==> src/sv/majority_vote_finder_macros.svh <==
// ----------------------------------------------------------------------------
// Majority vote finder assertion macros
// Shorthand for the concurrent checks used in the majority vote finder.
// ----------------------------------------------------------------------------
`ifndef MAJORITY_VOTE_FINDER_MACROS_SVH
`define MAJORITY_VOTE_FINDER_MACROS_SVH

// Same-cycle implication, disabled while reset is high.
`define MVF_ASSERT_IMP(label, clk, rst, ante, cons) \
  label: assert property (@(posedge clk) disable iff (rst) (ante) |-> (cons)) \
    else $error("majority_vote_finder: check failed");

// Next-cycle implication, disabled while reset is high.
`define MVF_ASSERT_NEXT(label, clk, rst, ante, cons) \
  label: assert property (@(posedge clk) disable iff (rst) (ante) |=> (cons)) \
    else $error("majority_vote_finder: check failed");

`endif

==> src/sv/mvf_queue.sv <==
// ----------------------------------------------------------------------------
// Majority vote finder job queue
// Two-entry FIFO that carries finished votes from the front to the back end.
// ----------------------------------------------------------------------------
`default_nettype none

module mvf_queue #(
  parameter int WIDTH = 44
) (
  input  wire logic             clk,
  input  wire logic             rst,
  input  wire logic             push,
  input  wire logic [WIDTH-1:0] push_data,
  output logic                  full,
  input  wire logic             pop,
  output logic                  valid,
  output logic      [WIDTH-1:0] head
);

  logic [WIDTH-1:0] entry [2];
  logic             wr_ptr;
  logic             rd_ptr;
  logic [1:0]       count;
  logic             do_push;
  logic             do_pop;

  assign full    = (count == 2'd2);
  assign valid   = (count != 2'd0);
  assign head    = entry[rd_ptr];
  assign do_push = push && !full;
  assign do_pop  = pop && valid;

  always_ff @(posedge clk) begin
    if (do_push) begin
      entry[wr_ptr] <= push_data;
    end
  end

  always_ff @(posedge clk) begin
    if (rst) begin
      wr_ptr <= 1'b0;
      rd_ptr <= 1'b0;
      count  <= 2'd0;
    end else begin
      if (do_push) begin
        wr_ptr <= !wr_ptr;
      end
      if (do_pop) begin
        rd_ptr <= !rd_ptr;
      end
      if (do_push && !do_pop) begin
        count <= count + 2'd1;
      end else if (do_pop && !do_push) begin
        count <= count - 2'd1;
      end
    end
  end

endmodule

`default_nettype wire

==> config.mk <==
export PLATFORM = sky130hd
export DESIGN_NAME = mvf_queue
export DESIGN_NICKNAME = d
export VERILOG_FILES = /design/src/sv/majority_vote_finder_macros.svh /design/src/sv/mvf_queue.sv
export SDC_FILE = /design/constraint.sdc
export NUM_CORES = 1
export LEC_CHECK = 0
export BUFFER_PORTS_ARGS = -buffer_cell sky130_fd_sc_hd__buf_2
export CAP_MARGIN = 20
export CORE_ASPECT_RATIO = 0.5
export CORE_MARGIN = 10
export CORE_UTILIZATION = 40
export CTS_CLUSTER_DIAMETER = 100
export DETAILED_ROUTE_END_ITERATION = 8
export PLACE_DENSITY = 0.65
export SLEW_MARGIN = 20
export SYNTH_ARGS = -nofsm -noshare
export SYNTH_HDL_FRONTEND = slang
export SYNTH_SLANG_ARGS = --single-unit
export TNS_END_PERCENT = 30
==> constraint.sdc <==
create_clock -name clk -period 2.4 [get_ports clk]
set_clock_uncertainty 0.1 [all_clocks]
set_input_delay 0.48 -clock clk [delete_from_list [all_inputs] [get_ports clk]]
set_output_delay 0.48 -clock clk [all_outputs]
set_load 0.005 [all_outputs]
== Word-level counts from Yosys, hierarchy flattened ==
Memory sizes are Yosys's and may differ from the RTL's. A register that Yosys moved wholly into a read port is not among the register bits.
Cells that the tools add are included.
Word-level totals
  RAM bits: 88
  flip-flop bits (word level): 4
  memories kept: 1
  bits in latches: 0
  logic and storage cells: 24
  ROM bits: 0
  input bits: 48
Cells by class
  mux-type cells: 6
  bitwise logic cells: 0
  order comparisons: 0
  shift operators: 0
  add/subtract/negate cells: 2
  multiply operators: 0
  eq/ne operators: 1
  divide/modulo/power cells: 0
  reduce and logical (&&, ||, !) cells: 11
Memories
  entry: words 2, width 44, read ports 1, clocked after Yosys merged registers in 1, wr ports 1, line mvf_queue.sv:20  | logic [WIDTH-1:0] entry [2];
Operators with widths (count)
  1-bit logical NOT: 5
  1-bit logical AND: 4
  1-bit two-way mux: 4
  2-bit two-way mux: 2
  2-bit nonzero test: 2
  2-bit by 1-bit adder with 2-bit output, second input constant: 1
  2-bit == test, second input constant: 1
  2-bit by 1-bit subtractor with 2-bit output, second input constant: 1

== Logic depth before layout (Yosys ltp) ==
  depth after elaboration: 7
  depth in mapped cells: 6
  depth with buffers taken out: 6

== Least setup slack after synthesis ==
No wires, ideal clock.
  kind: input-to-reg
  start point: input push
  end point: memory entry[0][0], enable pin
  setup time: 0.398 ns
  path buffers: 0
  data arrival time: 1.750 ns
  stages on the path: 3
  path slack: 0.151 ns
  cell sequence: inv_1 -> or3_1 -> inv_1
Between the ends
  word-level cells in the longest chain between the ends: 3
Ends and longest elaborated chain
  start, declared: line mvf_queue.sv:12  | input wire logic push,
  1-bit logical AND: line mvf_queue.sv:30  | assign do_push = push && !full;
  1-bit two-way mux: line mvf_queue.sv:34  | if (do_push) begin
  1-bit two-way mux (not written as such): line mvf_queue.sv:35  | entry[wr_ptr] <= push_data;
  end, declared: line mvf_queue.sv:20
Every way passes these cells.

==> impl_metrics.tcl <==
set metrics [dict create \
    syn_area_per_cell_um2 20.9 \
    postRouteAntennaNets 0 \
    fin_cells 383 \
    nets 315 \
    setup_tns_ns 0 \
    cp-start-kind "flip-flop" \
    drt_iter0_drc 93 \
    multi_input_area_um2 609 \
    clock_latency_ns 0.33 \
    core_area_um2 8120 \
    synth_nets 211 \
    cts_buffer_depth 2 \
    antenna_found_initial 0 \
    synth_cells 162 \
    grt_pass1_vias 1967 \
    synth_ff_type "edfxtp_1" \
    hold_depth 1 \
    share_comb_of_total_power_pct 22.6 \
    cts_tree "done" \
    yosysUniqueCellTypes 15 \
    cts_root_buf "clkbuf_16" \
    n_antenna_cell 0 \
    r2r_slack_ns 0.66 \
    track_usage_pct 10.2 \
    clk_pin_slew_worst_paths_ns 0.06 \
    fmax_mhz 487 \
    drc_errors 0 \
    die-area_um2 12800 \
    rows 23 \
    critPathKind "reg -> out" \
    synth_common_cells "edfxtp_1, mux2_2, dfxtp_1" \
    yosysWarnings 0 \
    wl_per_cell_um 16.8 \
    ys_seq_area_share_pct 80.9 \
    r2r_start "count[0]$_SDFFE_PP0P_" \
    start_util_pct 41.8 \
    synth_seq_cells 93 \
    yosys.area.top_type "edfxtp_1" \
    num_io_pins 94 \
    drt_first_pass_iters 4 \
    vias_per_cell 4.58 \
    dp_hpwl_um 4680 \
    fillerInstances 678 \
    period_minus_slack_ns 2.06 \
    rsz0062_at_grt "no" \
    syn-cell-area_um2 3390 \
    max_slew.worst_pin.slew_ns 0.367 \
    hold_path_class "in -> reg" \
    port-buffer-count 93 \
    grt_pass1_wl_um 9880 \
    placed_cells 367 \
    synthArstFlopShare_pct 0 \
    max_cap_viol_count 0 \
    setup_viol 0 \
    drv_slew 0 \
    hold_end "entry[1][35]$_DFFE_PP_" \
    p_switching_w 0.00109 \
    areaGrowthSynthToFinish_pct 27.7 \
    yosysMostFrequentCell "edfxtp_1" \
    die_w_um 150 \
    cts-resized-gates 0 \
    post_cts_buffers 0 \
    grt_max_degree 40 \
    relSlewSlack_pct 75.3 \
    p_leak_nw 1.63 \
    powerDensity_nw_per_um2 1060 \
    pwr-share-seq_pct 45.9 \
    rr_endpoint "count[1]$_SDFFE_PP0P_" \
    status "completed" \
    p_int_w 0.00348 \
    hold_viol_final 0 \
    regArea_um2 2740 \
    fp.dieH_um 85.1 \
    synth.area.top_cells "edfxtp_1, mux2_2, dfxtp_1" \
    vias 1753 \
    critPathMaxFanout 23 \
    gp_congestion 0.712 \
    hold_buffers 0 \
    reg2reg_depth 4 \
    numCtsBuffers 9 \
    synth_edf_count 88 \
    pwr-share-clk_pct 31.4 \
    critPathRequiredTime_ns 1.82 \
    h-tree-depth 3 \
    ir_worst_vdd_uv 696 \
    clkSinkCount 93 \
    synth_top_area_share_pct 78.0 \
    drive_above_1_share_pct 59.0 \
    drt-total-wl_um 6430 \
    grt-ovfl-total 0 \
    switching_share_pct 23.9 \
    end_kind "output pin" \
    arrival_ns 1.48 \
    min-delay-start "push_data[35]" \
    fin_crit_sh_pct 85.6 \
]
## state kept, by name (all words and copies together), names as in the netlist, named ones only
name / cells
rd_ptr: 1
entry: 88
wr_ptr: 1
count: 2
## worst max-delay path, stage by stage (launching register included)
cell and delay (ns):
dfxtp_2 0.32, buf_4 0.29, mux2_2 0.38, buf_2 0.13
## worst max-delay path by stage
stage | from | endpoint | slack [ns] | cells past startpoint
floorplan | push | entry[0][0]$_DFFE_PP_ | 0.15 | 3
global placement | push | entry[0][21]$_DFFE_PP_ | 0.60 | 5
detailed placement | push | entry[0][21]$_DFFE_PP_ | 0.57 | 5
CTS | flip-flop | head[8] | 0.32 | 3
global route | flip-flop | head[8] | 0.28 | 3
finish | flip-flop | head[8] | 0.34 | 3
## cells by family after synthesis
kind of cell	synth area share (%)
adders and majority gates	0.369
and+or+nand+nor	1.44
DFF	80.9
AOI/OAI and AO/OA	0.738
buffers and inverters	1.11
muxes	14.6
xor gates and xnor gates	0.776
## power groups by stage
stage                     clock [W]  combinational, W  sequential (W)
after detailed placement          0           0.00107         0.00214
after CTS                   0.00147           0.00108         0.00211
final                       0.00144           0.00104         0.00210
after global routing        0.00155           0.00114         0.00213
after floorplan                   0          0.000623         0.00212
after global placement            0           0.00104         0.00213
## routing by layer
layer  track usage (%)  wire length [µm]
met1              9.06              2220
met2              20.2              3810
met3              4.08               324
met4              3.95                76
met5                 0                 0
## cell type report
| class | count | share of cell area (%) |
|---|---|---|
| tap | 112 | 3.24 |
| multi-input combinational | 62 | 14.1 |
| clock buffer | 12 | 5.47 |
| clock inverter | 4 | 1.68 |
| sequential | 93 | 63.4 |
| inverter | 2 | 0.174 |
| timing repair buffer | 98 | 11.9 |
## layout by cell type (no fill, tap or decap), types with 2 or more instances in the layout
cell,n
a21oi_1,2
edfxtp_1,88
clkbuf_16,9
bufinv_16,2
xor2_1,3
dfxtp_1,4
or3_1,2
nor2_1,4
mux2_2,44
buf_4,4
o21ai_0,3
buf_2,93
clkbuf_1,3
## stage by stage
step	area [µm²]	hold slack, ns	setup slack, ns	total power (W)	utilization, %
6_report	4330	0.234	0.345	0.00458	53.3
2_1_floorplan	3390	0.352	0.151	0.00275	-
3_3_place_gp	4020	0.378	0.603	0.00317	49.5
4_1_cts	4330	0.224	0.319	0.00466	53.3
3_5_place_dp	4020	0.384	0.574	0.00321	49.5
5_1_grt	4330	0.216	0.280	0.00482	53.3
Note: power is estimated with default switching activity, not from simulation.
