`config.mk`:
```
export PLATFORM = sky130hd
export DESIGN_NAME = mvf_front
export DESIGN_NICKNAME = d
export VERILOG_FILES = /design/src/sv/majority_vote_finder_macros.svh /design/src/sv/mvf_pkg.sv /design/src/sv/mvf_front.sv
export SDC_FILE = /design/constraint.sdc
export NUM_CORES = 1
export LEC_CHECK = 0
export ABC_CLOCK_PERIOD_IN_PS = 4059
export BUFFER_PORTS_ARGS = -buffer_cell sky130_fd_sc_hd__buf_2
export CORE_ASPECT_RATIO = 0.6
export CORE_MARGIN = 2
export CORE_UTILIZATION = 53
export CTS_BUF_LIST = sky130_fd_sc_hd__clkbuf_2
export CTS_CLUSTER_DIAMETER = 120
export DETAILED_ROUTE_END_ITERATION = 16
export HOLD_SLACK_MARGIN = 0.05
export PLACE_DENSITY_LB_ADDON = 0.15
export SLEW_MARGIN = 20
export SYNTH_ARGS = -nofsm -noshare
export SYNTH_HDL_FRONTEND = slang
export SYNTH_SLANG_ARGS = --single-unit
```
`constraint.sdc`:
```
create_clock -name clk -period 4.06 [get_ports clk]
set_clock_uncertainty 0.05 [all_clocks]
set_input_delay 0.203 -clock clk [delete_from_list [all_inputs] [get_ports clk]]
set_output_delay 0.203 -clock clk [all_outputs]
set_load 0.05 [all_outputs]
```
`src/sv/majority_vote_finder_macros.svh`:
```
// ----------------------------------------------------------------------------
// Majority vote finder assertion macros
// Shorthand for the concurrent checks used in the majority vote finder.
// ----------------------------------------------------------------------------
`ifndef MAJORITY_VOTE_FINDER_MACROS_SVH
`define MAJORITY_VOTE_FINDER_MACROS_SVH

// Same-cycle implication, disabled while reset is high.
`define MVF_ASSERT_IMP(label, clk, rst, ante, cons) \
  label: assert property (@(posedge clk) disable iff (rst) (ante) |-> (cons)) \
    else $error("majority_vote_finder: check failed");

// Next-cycle implication, disabled while reset is high.
`define MVF_ASSERT_NEXT(label, clk, rst, ante, cons) \
  label: assert property (@(posedge clk) disable iff (rst) (ante) |=> (cons)) \
    else $error("majority_vote_finder: check failed");

`endif

```
`src/sv/mvf_pkg.sv`:
```
// ----------------------------------------------------------------------------
// Majority vote finder package
// Request and result payload types shared by the block's modules.
// ----------------------------------------------------------------------------
`default_nettype none

package mvf_pkg;

  localparam int FIELD_W = 32;
  localparam int POS_W   = 10;

  typedef struct packed {
    logic signed [FIELD_W-1:0] item_value;
    logic                      is_last;
  } item_t;

  typedef struct packed {
    logic                      found;
    logic [POS_W-1:0]          position;
    logic signed [FIELD_W-1:0] majority_value;
    logic                      overflow;
  } result_t;

endpackage

`default_nettype wire

```
`src/sv/mvf_front.sv`:
```
// ----------------------------------------------------------------------------
// Majority vote finder front end
// Accepts list requests, stores each value and runs the majority vote.
// ----------------------------------------------------------------------------
`default_nettype none

module mvf_front import mvf_pkg::*; #(
  parameter int DEPTH       = 1024,
  parameter int VALUE_WIDTH = 32
) (
  input  wire logic                       clk,
  input  wire logic                       rst,
  input  wire logic                       item_valid,
  output logic                            item_stall,
  input  wire item_t                      item,
  input  wire logic                       done,
  input  wire logic                       job_full,
  output logic                            ram_we,
  output logic [$clog2(DEPTH)-1:0]        ram_waddr,
  output logic [VALUE_WIDTH-1:0]          ram_wdata,
  output logic                            job_push,
  output logic [VALUE_WIDTH-1:0]          job_cand,
  output logic [$clog2(DEPTH+1)-1:0]      job_count,
  output logic                            job_ovf,
  output logic                            lock
);

  localparam int AW = $clog2(DEPTH);
  localparam int CW = $clog2(DEPTH + 1);

  logic [VALUE_WIDTH-1:0] candidate, candidate_next;
  logic [CW-1:0]          vote_count, vote_count_next;
  logic [CW-1:0]          item_count, item_count_next;
  logic                   overflowed, overflowed_next;
  logic [VALUE_WIDTH-1:0] value;
  logic                   accept;
  logic                   room;

  assign item_stall = lock || job_full;
  assign accept     = item_valid && !item_stall;
  assign value      = VALUE_WIDTH'(item.item_value);
  assign room       = (item_count != CW'(DEPTH));

  always_comb begin
    candidate_next  = candidate;
    vote_count_next = vote_count;
    item_count_next = item_count;
    overflowed_next = overflowed;
    if (room) begin
      if ((item_count == '0) || (vote_count == '0)) begin
        candidate_next  = value;
        vote_count_next = CW'(1);
      end else if (candidate == value) begin
        vote_count_next = vote_count + CW'(1);
      end else begin
        vote_count_next = vote_count - CW'(1);
      end
      item_count_next = item_count + CW'(1);
    end else begin
      overflowed_next = 1'b1;
    end
  end

  assign ram_we    = accept && room;
  assign ram_waddr = item_count[AW-1:0];
  assign ram_wdata = value;

  assign job_push  = accept && item.is_last;
  assign job_cand  = candidate_next;
  assign job_count = item_count_next;
  assign job_ovf   = overflowed_next;

  // The store stays locked from the last request of a list until the walk
  // over it has finished, so the next list cannot overwrite it.
  always_ff @(posedge clk) begin
    if (rst) begin
      candidate  <= '0;
      vote_count <= '0;
      item_count <= '0;
      overflowed <= 1'b0;
      lock       <= 1'b0;
    end else begin
      if (accept) begin
        if (item.is_last) begin
          candidate  <= '0;
          vote_count <= '0;
          item_count <= '0;
          overflowed <= 1'b0;
          lock       <= 1'b1;
        end else begin
          candidate  <= candidate_next;
          vote_count <= vote_count_next;
          item_count <= item_count_next;
          overflowed <= overflowed_next;
        end
      end
      if (done) begin
        lock <= 1'b0;
      end
    end
  end

endmodule

`default_nettype wire

```
# Word level (Yosys, flattened, before mapping)
# Index checks and enable logic that the tools add are counted.
# W data, S select, Z words.
[totals]
mem_count = 0
register_bits = 56
word_cells = 33
latchBits = 0
inputBits = 38
mem_bits_rw = 0
romBits = 0
[classes]
mul = 0
n_eq_ne = 2
div = 0
order_cmp = 0
n_mux = 11
bitwise_logic = 0
n_addsub = 3
n_reduce_logical = 12
shift = 0
[op_table]
columns = ["op", "count"]
rows = [
  ["$mux W32", 3],
  ["$mux W11", 6],
  ["$eq A32 B32 Y1", 1],
  ["$add A11 B1 Y11 const B", 2],
  ["$logic_not A11 Y1", 2],
  ["$ne A11 B11 Y1 const B", 1],
  ["$sub A11 B1 Y11 const B", 1],
  ["$reduce_and A2 Y1", 2],
  ["$logic_and A1 B1 Y1", 3],
  ["$logic_or A1 B1 Y1", 2],
  ["$mux W1", 2],
  ["$reduce_bool A2 Y1", 1],
  ["$reduce_or A2 Y1", 1],
  ["$logic_not A1 Y1", 1],
]

# Logic depth before layout (Yosys ltp)
[logic_depth]
ltp_word = 5
depth_mapped = 11
ltp_nobuf = 11

# Least setup slack after synthesis
# No wires, ideal clock.
[synth_timing]
path_kind = "flip-flop to flip-flop"
startpoint = "reg candidate[23]"
endpoint = "reg vote_count[10]"
setup_slack_ns = 1.047
n_path_buf = 0
setup_ns = 0.072
t_required_ns = 3.938
t_arrival_ns = 2.892
stages_incl_launch_ff = 12
path_cell_list = "dfxtp_1 > xnor2_1 > nand4_1 > nor4_1 > nand2_1 > fa_1 > a211oi_1 > o211ai_1 > a41o_1 > a21o_1 > a21bo_2 > mux2i_1"
[synth_via]
elab_chain_cells = 5
[synth_lines]
columns = ["item", "line_no", "rtl"]
rows = [
  ["start: declaration", "mvf_front.sv:31", "logic [VALUE_WIDTH-1:0] candidate, candidate_next;"],
  ["start signal: assignment", "mvf_front.sv:91", "candidate <= candidate_next;"],
  ["$eq A32 B32 Y1", "mvf_front.sv:53", "end else if (candidate == value) begin"],
  ["$mux W11", "mvf_front.sv:53", ""],
  ["$mux W11", "mvf_front.sv:50", "if ((item_count == '0) || (vote_count == '0)) begin"],
  ["$mux W11", "mvf_front.sv:49", "if (room) begin"],
  ["$mux W11", "mvf_front.sv:84", "if (item.is_last) begin"],
  ["end signal: assignment", "mvf_front.sv:92", "vote_count <= vote_count_next;"],
  ["end: declaration", "mvf_front.sv:32", "logic [CW-1:0] vote_count, vote_count_next;"],
]
# Every way passes these cells. The select of a mux whose other input is x is not followed.
# A chain may end at the register's enable or synchronous reset.

# Worst setup path in the final report
[layout_timing]
startpoint = "in item[29] in the netlist's numbering"
endpoint = "reg vote_count[10]"
[layout_via]
elab_chain_cells = 5
[layout_lines]
columns = ["item", "line_no", "rtl"]
rows = [
  ["start: declaration", "mvf_front.sv:15", "input wire item_t item,"],
  ["$eq A32 B32 Y1", "mvf_front.sv:53", ""],
  ["$mux W11", "mvf_front.sv:53", ""],
  ["$mux W11", "mvf_front.sv:50", ""],
  ["$mux W11", "mvf_front.sv:49", ""],
  ["$mux W11", "mvf_front.sv:84", ""],
]
# Every way passes these cells. The select of a mux whose other input is x is not followed.

==> impl_results.md <==
- Clock Sinks: 56
- Dominant register cell in the synthesized netlist: dfxtp_1
- Setup CP Type: in2reg
- Avg WL per Cell: 15.6 um
- NetSw: 444 uW
- Global Route Usage Sum: 0.237
- Hold_sp: rst
- Fin crit share: 0.985
- R2r setup slk: 70 ps
- Port Buffers: 127
- Crit start category: input port
- Worst flop-to-flop path endpoint: vote_count[10]$_SDFFE_PP0P_
- Peak supply drop: 0.131 mV
- Simple-gate share of the synthesized area: 0.154
- P_int: 791 uW
- Vias in the first global route: 3082
- Worst Path Arrival: 4340 ps
- Starting Density: 0.561
- Design Area, Final: 0.00455 mm^2
- Yosys warns: 0
- Crit path cell chain: dlygate4sd3_1, buf_2, xnor2_1, nand4_1, nor4_1, nand2_1, fa_1, a211oi_1, o211ai_1, a41o_1, a21o_1, a21bo_2, mux2i_1
- Switching share of power: 0.360
- Synthesized area per cell: 9.07 um^2
- Synth top area cells: dfxtp_1, mux2_2, xnor2_1
- Status: complete, no violations
- Top-count cell post-synth: dfxtp_1
- Setup crit end kind: register
- Number of synthesized flops with an enable pin: 0
- Mapped Area: 0.00383 mm^2
- IO Count: 128
- Final HPWL DP: 6740 um
- #FFs+latches synth: 56
- Xor/xnor share of the synthesized area: 0.110
- RePlAce Congestion: 0.858
- Critical path's largest stage delay: 630 ps
- Worst reg-to-reg path cell count: 11
- ANT cells: 0
- Largest family of logic cells by synthesized area: compound AO/OA/AOI/OAI gates
- Sequential area share after synthesis: 0.293
- Area share of fa/ha/maj cells after synthesis: 0.0445
- Worst slew pin tran: 636 ps
- Final-report setup violation count: 0
- Core area: 0.00682 mm^2
- Compound-Gate Fraction of Synth Area: 0.163
- Gr ovfl total: 0
- Async SR Flop Fraction: 0
- Tot Pwr: 1.24 mW
- Largest net degree at the start of global routing: 35
- MaxCap Viol Count: 0
- Starting DRC count in detailed routing: 207
- FP Rows: 23
- Fill count: 577
- DR vias: 3355
- Combinational share of power: 0.308
- Dpl cell area: 0.00416 mm^2
- Worst path depth: 13
- Slew margin rel.: 0.572
- Die Span Y: 69.8 um
- Slew Limit Fails: 0
- Total Wirelength: 9650 um
- Drt pass-1 iters: 5
- Setup TNS: 0 ps
- Critical Path Slowest Stage Cell: nor4_1
- CTS buffer count: 5
- Area of the multi-input gates: 0.00223 mm^2
- Initial antenna violation count: 0
- Layout cells sized above 1: 0.380
- Leak: 1.94 nW
- Clk slew on worst S/H paths: 280 ps
- Chip width: 114 um
- Top post-synthesis cells by count: dfxtp_1, nor2_1, buf_4, xnor2_1, a22oi_1
- Area grow syn2layout: 19.0%
- Clock root buffer: clkbuf_2
- Worst setup path endpoint: vote_count[10]$_SDFFE_PP0P_
- Crit path launch: item[29]
- Final antenna-violating net count: 0
- Worst-path fanout max: 11
- Hold Crit Class: in2reg
- Fmax: 250 MHz
- CTS Buffer Depth: 2
- CTS tree: done
- Crit Reg-Reg Startpoint: candidate[28]$_SDFFE_PP0P_
- Synth cell types: 47
- Post-Synthesis Cells: 422
- Via density: 5.43
- Reg area: 0.00112 mm^2
- Crit path buf inv count: 2
- Clock power frac: 0.226
- Tmin final: 4000 ps
- # H-tree levels: 2
- Nets: 581
- CP top delay family: simple AND/OR/NAND/NOR gates
- Reg power frac: 0.466
- Critical Path RT: 4400 ps
- Synth Net Count: 473
- Mux cell area share after synthesis: 0.111
- Global-route wire length before repair: 15300 um
- DRC Markers: 0
- Final hold violations: 0
- Synth top area share: 0.293
- RSZ-0062 raised after global routing: no
- PD cells: 271 mW/mm^2
- Die area: 0.00794 mm^2
- Clk Latency, worst-skew pair: 430 ps
- Synth area leader: dfxtp_1
per-layer routing:
metal	global-route usage	up-vias	share of wire
met5	0	-	0
met4	0.0420	0	0.0057
li1	-	1675	-
met1	0.359	1562	0.52
met2	0.357	110	0.42
met3	0.0376	8	0.058
worst register-to-register path, stage by stage (launching register included):
cell	delay, ps
dfxtp_1	410
xnor2_1	410
nand4_1	210
nor4_1	630
nand2_1	440
fa_1	550
a211oi_1	310
o211ai_1	160
a41o_1	280
a21o_1	180
a21bo_2	210
mux2i_1	110
power groups by stage:
stage	Sequential [mW]	Clock, mW	Combinational (mW)
after global routing	0.578	0.316	0.401
after detailed placement	0.585	0	0.353
after CTS	0.575	0.293	0.378
after global placement	0.584	0	0.351
final	0.575	0.279	0.381
after floorplan	0.583	0	0.290
timing repair:
item,CTS,global route
resized for setup,0,0
buffers inserted,0,0
hold endpoints to repair,33,0
hold buffers,33,0
per-stage QoR:
stage	setup slack [ps]	util	hold WS, ps	cells
2_1_floorplan	1050	-	232	422
3_3_place_gp	421	0.609	317	577
3_5_place_dp	244	0.609	321	577
4_1_cts	199	0.668	135	618
5_1_grt	26.6	0.668	103	618
6_report	61.5	0.668	157	618
cell usage in the layout (no fill, tap or decap), drive strengths merged, types with 9 or more instances in the layout:
| cell | count |
|---|---|
| buf | 132 |
| nor2 | 64 |
| dfxtp | 56 |
| a22oi | 46 |
| xnor2 | 42 |
| mux2 | 33 |
| dlygate4sd3 | 33 |
| ha | 12 |
| o21ai | 10 |
| nor3 | 9 |
| nand3 | 9 |
| a21oi | 9 |
how the worst min path moves through the flow:
stage / end / cells after the start
2_1_floorplan: lock$_SDFFE_PP0P_ / 1
3_3_place_gp: lock$_SDFFE_PP0P_ / 2
3_5_place_dp: lock$_SDFFE_PP0P_ / 2
4_1_cts: candidate[21]$_SDFFE_PP0P_ / 2
5_1_grt: candidate[21]$_SDFFE_PP0P_ / 2
6_report: candidate[24]$_SDFFE_PP0P_ / 2
layout make-up:
class,count,share of cell area
repair buffers,165,0.220
well taps,87,0.0239
clock buffers,5,0.00549
flip-flops and latches,56,0.246
inverters,5,0.00412
multi-input cells,297,0.491
clock inverters,3,0.00934
kinds of logic after synthesis:
family | count (synthesis)
DFF | 56
buffers and inverters | 69
AOI/OAI and AO/OA | 82
muxes | 37
adders and majority gates | 13
and+or+nand+nor | 117
xor gates and xnor gates | 48
sequential cells by signal, summed over array words and instances, names as in the netlist:
register / flops
candidate: 32
item_count: 11
lock: 1
overflowed: 1
vote_count: 11
Power figures use the tool's default switching activity.
