[config.mk]
export PLATFORM = sky130hd
export DESIGN_NAME = mvf_back
export DESIGN_NICKNAME = d
export VERILOG_FILES = /design/src/sv/majority_vote_finder_macros.svh /design/src/sv/mvf_pkg.sv /design/src/sv/mvf_back.sv
export SDC_FILE = /design/constraint.sdc
export NUM_CORES = 1
export LEC_CHECK = 0
export BUFFER_PORTS_ARGS = -buffer_cell sky130_fd_sc_hd__clkbuf_2
export CAP_MARGIN = 15
export CELL_PAD_IN_SITES_DETAIL_PLACEMENT = 2
export CELL_PAD_IN_SITES_GLOBAL_PLACEMENT = 2
export CORE_AREA = 2 2 152 154
export CTS_CLUSTER_DIAMETER = 100
export DETAILED_ROUTE_END_ITERATION = 12
export DIE_AREA = 0 0 154 156
export PLACE_DENSITY_LB_ADDON = 0.3
export SYNTH_ARGS = -nofsm -noshare
export SYNTH_HDL_FRONTEND = slang
export SYNTH_SLANG_ARGS = --single-unit
[constraint.sdc]
create_clock -name clk -period 11.75 [get_ports clk]
set_clock_uncertainty 0.15 [all_clocks]
set_input_delay 2.35 -clock clk [delete_from_list [all_inputs] [get_ports clk]]
set_output_delay 2.35 -clock clk [all_outputs]
set_load 0.02 [all_outputs]
[src/sv/majority_vote_finder_macros.svh]
// ----------------------------------------------------------------------------
// Majority vote finder assertion macros
// Shorthand for the concurrent checks used in the majority vote finder.
// ----------------------------------------------------------------------------
`ifndef MAJORITY_VOTE_FINDER_MACROS_SVH
`define MAJORITY_VOTE_FINDER_MACROS_SVH

// Same-cycle implication, disabled while reset is high.
`define MVF_ASSERT_IMP(label, clk, rst, ante, cons) \
  label: assert property (@(posedge clk) disable iff (rst) (ante) |-> (cons)) \
    else $error("majority_vote_finder: check failed");

// Next-cycle implication, disabled while reset is high.
`define MVF_ASSERT_NEXT(label, clk, rst, ante, cons) \
  label: assert property (@(posedge clk) disable iff (rst) (ante) |=> (cons)) \
    else $error("majority_vote_finder: check failed");

`endif

[src/sv/mvf_pkg.sv]
// ----------------------------------------------------------------------------
// Majority vote finder package
// Request and result payload types shared by the block's modules.
// ----------------------------------------------------------------------------
`default_nettype none

package mvf_pkg;

  localparam int FIELD_W = 32;
  localparam int POS_W   = 10;

  typedef struct packed {
    logic signed [FIELD_W-1:0] item_value;
    logic                      is_last;
  } item_t;

  typedef struct packed {
    logic                      found;
    logic [POS_W-1:0]          position;
    logic signed [FIELD_W-1:0] majority_value;
    logic                      overflow;
  } result_t;

endpackage

`default_nettype wire

[src/sv/mvf_back.sv]
// ----------------------------------------------------------------------------
// Majority vote finder back end
// Walks the stored list to verify the candidate and registers the result.
// ----------------------------------------------------------------------------
`default_nettype none

module mvf_back import mvf_pkg::*; #(
  parameter int DEPTH       = 1024,
  parameter int VALUE_WIDTH = 32
) (
  input  wire logic                       clk,
  input  wire logic                       rst,
  input  wire logic                       job_valid,
  output logic                            job_pop,
  input  wire logic [VALUE_WIDTH-1:0]     job_cand,
  input  wire logic [$clog2(DEPTH+1)-1:0] job_count,
  input  wire logic                       job_ovf,
  output logic                            ram_re,
  output logic [$clog2(DEPTH)-1:0]        ram_raddr,
  input  wire logic [VALUE_WIDTH-1:0]     ram_rdata,
  output logic                            done,
  output logic                            busy,
  output logic                            result_valid,
  input  wire logic                       result_stall,
  output result_t                         result
);

  localparam int AW = $clog2(DEPTH);
  localparam int CW = $clog2(DEPTH + 1);

  localparam logic [1:0] S_IDLE = 2'd0;
  localparam logic [1:0] S_WALK = 2'd1;
  localparam logic [1:0] S_DONE = 2'd2;

  logic [1:0]             state;
  logic [VALUE_WIDTH-1:0] cand;
  logic [CW-1:0]          n;
  logic [CW-1:0]          thr;
  logic                   ovf;
  logic [CW-1:0]          iss;
  logic                   pend;
  logic [AW-1:0]          pend_idx;
  logic [CW-1:0]          hits;
  logic [CW-1:0]          hits_new;
  logic                   found;
  logic [AW-1:0]          pos;
  logic                   out_free;
  logic [CW:0]            n_plus;

  assign out_free  = !result_valid || !result_stall;
  assign job_pop   = (state == S_IDLE) && job_valid;
  assign ram_re    = (state == S_WALK) && (iss != n);
  assign ram_raddr = iss[AW-1:0];
  assign done      = (state == S_DONE) && out_free;
  assign busy      = (state != S_IDLE);
  assign hits_new  = hits + CW'(ram_rdata == cand);
  assign n_plus    = {1'b0, job_count} + (CW+1)'(1);

  always_ff @(posedge clk) begin
    if (rst) begin
      state        <= S_IDLE;
      pend         <= 1'b0;
      result_valid <= 1'b0;
    end else begin
      if (done) begin
        result_valid <= 1'b1;
      end else if (result_valid && !result_stall) begin
        result_valid <= 1'b0;
      end
      pend <= ram_re;
      case (state)
        S_IDLE: begin
          if (job_valid) begin
            state <= job_ovf ? S_DONE : S_WALK;
          end
        end
        S_WALK: begin
          // Read data of the index issued last cycle is checked here.
          if (pend) begin
            if (hits_new > thr) begin
              state <= S_DONE;
            end else if (pend_idx == AW'(n - CW'(1))) begin
              state <= S_DONE;
            end
          end
        end
        S_DONE: begin
          if (out_free) begin
            state <= S_IDLE;
          end
        end
        default: begin
          state <= S_IDLE;
        end
      endcase
    end
  end

  always_ff @(posedge clk) begin
    if (job_pop) begin
      cand  <= job_cand;
      n     <= job_count;
      thr   <= n_plus[CW:1];
      ovf   <= job_ovf;
      iss   <= '0;
      hits  <= '0;
      found <= 1'b0;
      pos   <= '0;
    end
    if (ram_re) begin
      iss      <= iss + CW'(1);
      pend_idx <= iss[AW-1:0];
    end
    if ((state == S_WALK) && pend) begin
      hits <= hits_new;
      if (hits_new > thr) begin
        found <= 1'b1;
        pos   <= pend_idx;
      end
    end
    if (done) begin
      result.found          <= found;
      result.position       <= found ? POS_W'(pos) : '0;
      result.majority_value <= found ? FIELD_W'(signed'(cand)) : '0;
      result.overflow       <= ovf;
    end
  end

endmodule

`default_nettype wire

# After elaboration in Yosys (flattened, before gate mapping)
# Index checks and enable logic that the tools add are counted.
# totals
out_inout_bits,59
word_cells,62
regBits,146
inputBits,80
# op_classes
order_cmp,1
eq_ne,9
n_mux,18
n_reduce_logical,14
n_addsub,4
# op_table
op,count
2-to-1 mux 11 bit,3
== test 32 bit,1
2-to-1 mux 10 bit,3
adder 11 x 1 -> 12 bit (second input constant),1
2-to-1 mux 2 bit,6
adder 11 x 1 -> 11 bit,1
adder 11 x 1 -> 11 bit (second input constant),1
> comparator 11 bit,1
!= test 11 bit,1
== test 10 bit,1
subtractor 10 x 1 -> 10 bit (second input constant),1
nonzero test 2 bit,4
!= test 2 bit (second input constant),3
case mux 2 bit (3 select lines),1
logical AND 1 bit,5
2-to-1 mux 1 bit,5
AND reduction 4 bit,1
!= test 3 bit (second input constant),1
== test 2 x 1 -> 1 bit (second input constant),1
== test 2 bit (second input constant),1
zero test 1 bit,2
zero test 2 bit,1
logical OR 1 bit,1

# Logic depth before layout (Yosys ltp)
# depth
depth_word,6
mapped_depth,17
ltp_nobuf,16

# Least setup slack after synthesis
# OpenSTA, ideal clock, no wires.
# synth_timing
path_kind,input -> output
start,input result_stall
end,output done
arrival_time_ns,4.807
required_time_ns,9.250
stages,1
slack_ns,4.443
cell_sequence,a21oi_1
# synth_between
elab_chain_len,3
# synth_lines
item,line,source
"start, declared",mvf_back.sv:24,"input wire logic result_stall,"
zero test 1 bit,mvf_back.sv:50,assign out_free = !result_valid || !result_stall;
logical OR 1 bit,mvf_back.sv:50,
logical AND 1 bit,mvf_back.sv:54,assign done = (state == S_DONE) && out_free;
"end, declared",mvf_back.sv:21,"output logic done,"
# No other way between the ends.

# Worst setup path after layout
# layout_timing
start,input ram_rdata[8]
end,register pos[5]
# layout_between
elab_chain_len,5
# layout_lines
item,line,source
"start, declared",mvf_back.sv:20,"input wire logic [VALUE_WIDTH-1:0] ram_rdata,"
== test 32 bit,mvf_back.sv:56,assign hits_new = hits + CW'(ram_rdata == cand);
adder 11 x 1 -> 11 bit,mvf_back.sv:56,
named net hits_new[10],mvf_back.sv:44,logic [CW-1:0] hits_new;
> comparator 11 bit,mvf_back.sv:116,if (hits_new > thr) begin
2-to-1 mux 10 bit,mvf_back.sv:116,
2-to-1 mux 10 bit,mvf_back.sv:114,if ((state == S_WALK) && pend) begin
"end signal, assigned",mvf_back.sv:118,pos <= pend_idx;
"end, declared",mvf_back.sv:46,logic [AW-1:0] pos;
# The timed path passes the listed nets, and every way through them passes these cells.
# A chain may end at the register's enable or synchronous reset.

==> impl_metrics.csv <==
group,metric,value,unit
route,firstDrtPassIters,4,
logic_synthesis,yosys_warnings,0,
logic_synthesis,ys_types,45,
logic_synthesis,synth_area_leaders,"edfxtp_1, xor2_1, and2_1, dfxtp_1, xnor2_1",
power_and_ir_drop,powerDensity,162,mW/mm²
logic_synthesis,async_flop_share,0,
logic_synthesis,synth-seq-cells,146,
grt,grt_antenna_before_repair,0,
place,gp_congestion,0.774,
logic_synthesis,synth_edf_count,131,
worst_setup_path,cp.arrival,6.24,ns
timing,maxSlewHeadroom,0.460,
job,drv_cap,0,
logic_synthesis,synth_most_common_cell,"edfxtp_1",
floorplanning,die_w,154,µm
worst_hold_path,hold_end,"result[0]",
logic_synthesis,ys_seq_area_frac,0.640,
final_layout,layout-drive-gt1-share,0.274,
worst_setup_path,path_max_fanout,21,
outcome,outcome,"complete, no violations",
grt,grtUsageTotal,0.155,
route,routed_wl,18.3,mm
clock_tree,numCtsBuffers,17,
clock_tree,h-tree-depth,4,
worst_setup_path,rr_endpoint,"pos[5]",
logic_synthesis,yosys.area.top_type_share,0.594,
logic_synthesis,synth.largest_area_cell,"edfxtp_1",
worst_hold_path,hp-class,"reg2reg",
floorplanning,ios,139,
grt,gr-total-overflow,0,
route,via_count,4394,
worst_setup_path,crit_start,"ram_rdata[8]",
floorplanning,initial_utilization,0.296,
clock_tree,cts_tree,"built",
clock_tree,cts_resized,0,
clock_tree,clk-insertion-delay-late,0.43,ns
place,dpl.hpwl,13.6,mm
floorplanning,core_area,0.0224,mm²
timing,setup_viol,0,
route,viasPerCell,4.66,
place,portBuffers,138,
timing,period_minus_slack,6.12,ns
power_and_ir_drop,ir_drop,89.2,µV
worst_hold_path,min-delay-start,"ovf",
route,postRouteAntennaNets,0,
route,post-route-drc-count,0,
timing,tightest_slew,0.802,ns
timing,min_period_over_period,0.521,
logic_synthesis,syn_nets,603,
grt,grt_pass1_vias,4868,
worst_hold_path,min_path_cells,0,
logic_synthesis,syn_area,0.00662,mm²
final_layout,nets,741,
worst_setup_path,r2r-start,"cand[8]",
timing,slew_violations,0,
timing,fmaxAchievable,0.163,GHz
logic_synthesis,synth_commonest_cells,"edfxtp_1, xor2_1, and2_1, xnor2_1, nand2_1",
floorplanning,die_h,156,µm
worst_setup_path,reg2reg_depth,16,
clock_tree,clock-sinks,146,
clock_tree,cts_buffer_depth,2,
timing,final_hold_viol_count,0,
timing,fin_tns_setup,0,ns
grt,grt_pass1_wl,28.1,mm
route,post_drt_wl_per_cell,19.4,µm
floorplanning,rows,55,
worst_setup_path,cp.required,11.87,ns
grt,grt_max_degree,56,
worst_setup_path,path_class,"in2reg",
worst_setup_path,r2r_setup_slack,7.19,ns
timing,rsz0062_at_grt,"false",
power_and_ir_drop,total_power,0.00132,W
route,drt_iter0_drc,187,
logic_synthesis,ys.flop_type,"edfxtp_1",
power_and_ir_drop,p_leak,3.27,nW
clock_tree,postCtsHoldBufs,0,
clock_tree,clk_pin_slew,0.06,ns
final_layout,area_growth,22.7,%
final_layout,antenna_cells,0,
clock_tree,root_buffer,"clkbuf_16",
worst_setup_path,worstSetupEndpointType,"flip-flop",
logic_synthesis,synthCells,507,
worst_setup_path,critPathLaunchType,"primary input",
floorplanning,dieArea,0.0240,mm²
logic_synthesis,avgSynthCellArea,13.1,µm²
clock_tree,cts_setup_buffers,0,
[state kept, by name (all words and copies together) (netlist names)]
| name | cells |
|---|---|
| n | 11 |
| result_valid | 1 |
| state | 2 |
| hits | 11 |
| iss | 11 |
| result | 44 |
| found | 1 |
| ovf | 1 |
| pend | 1 |
| pos | 10 |
| pend_idx | 10 |
| cand | 32 |
| thr | 11 |
[per-stage QoR]
step	hold WS, ns	std cells	util	setup slack, ns	area, µm²
finish	0.290	943	0.363	5.63	8120
global route	0.297	943	0.363	5.28	8120
CTS	0.300	943	0.363	5.59	8120
detailed placement	0.283	911	0.339	5.18	7580
global placement	0.271	911	0.339	5.32	7580
floorplan	0.250	507	-	4.44	6620
[cell type report]
cell class | count | area (µm²)
Clock buffer | 18 | 429
Clock inverter | 14 | 118
Fill cell | 2356 | 14200
Inverter | 21 | 78.8
Multi-Input combinational cell | 317 | 2190
Sequential cell | 146 | 4230
Tap cell | 285 | 357
Timing Repair Buffer | 142 | 721
[power by group]
part	leakage, nW	internal (W)	total (W)	switching (W)
registers	1.41	0.000614	0.000651	0.0000363
logic	1.60	0.0000567	0.000151	0.0000947
clock network	0.267	0.000277	0.000516	0.000239
[metal layers]
metal	global-route usage	up-vias	wire, µm	share of wire
li1	-	2072	-	-
met1	0.193	2177	8250	0.45
met2	0.265	126	8770	0.48
met3	0.0442	19	1030	0.056
met4	0.0392	0	208	0.011
met5	0	-	0	0
[kinds of logic (layout without fill, tap and decap cells)]
family	after synthesis	in the layout	synth area share
XOR/XNOR	84	84	0.111
flip-flops	146	146	0.640
AO/OA/AOI/OAI	43	43	0.0416
adder cells (fa/ha/maj)	16	16	0.0302
multiplexers	1	1	0.00170
buffers and inverters	44	195	0.0319
AND/OR/NAND/NOR	173	173	0.144
[how the worst max path moves through the flow]
stage | end | slack [ns] | cells after the start
global placement | pos[2] | 5.32 | 17
detailed placement | pos[5] | 5.18 | 17
global route | pos[5] | 5.28 | 17
CTS | pos[5] | 5.59 | 17
finish | pos[5] | 5.63 | 17
floorplan | done | 4.44 | 1
[critical path, cell delays in order]
cell and delay, ns:
clkbuf_2 0.09, xor2_1 0.13, nor4_1 0.68, nand4_1 0.16, nor2_1 0.23, ha_1 0.22, ha_1 0.25, and3_1 0.17
nand3_1 0.10, xnor2_1 0.20, ha_1 0.29, a211o_1 0.27, a21oi_1 0.11, o21ai_0 0.13, o311a_1 0.58, nand2_1 0.17
o21ai_0 0.10
[cells in the final DEF (no fill, tap or decap), types with 9 or more instances in the layout]
master	synthesis	layout
and2_1	49	49
and3_1	16	16
clkbuf_16	0	17
clkbuf_2	0	138
dfxtp_1	15	15
edfxtp_1	131	131
ha_1	16	16
inv_1	21	20
nand2_1	30	30
nand3_1	21	21
nor2_1	23	23
nor4_1	9	9
o21ai_0	17	17
xnor2_1	33	33
xor2_1	51	51
(Power assumes the default switching activity.)
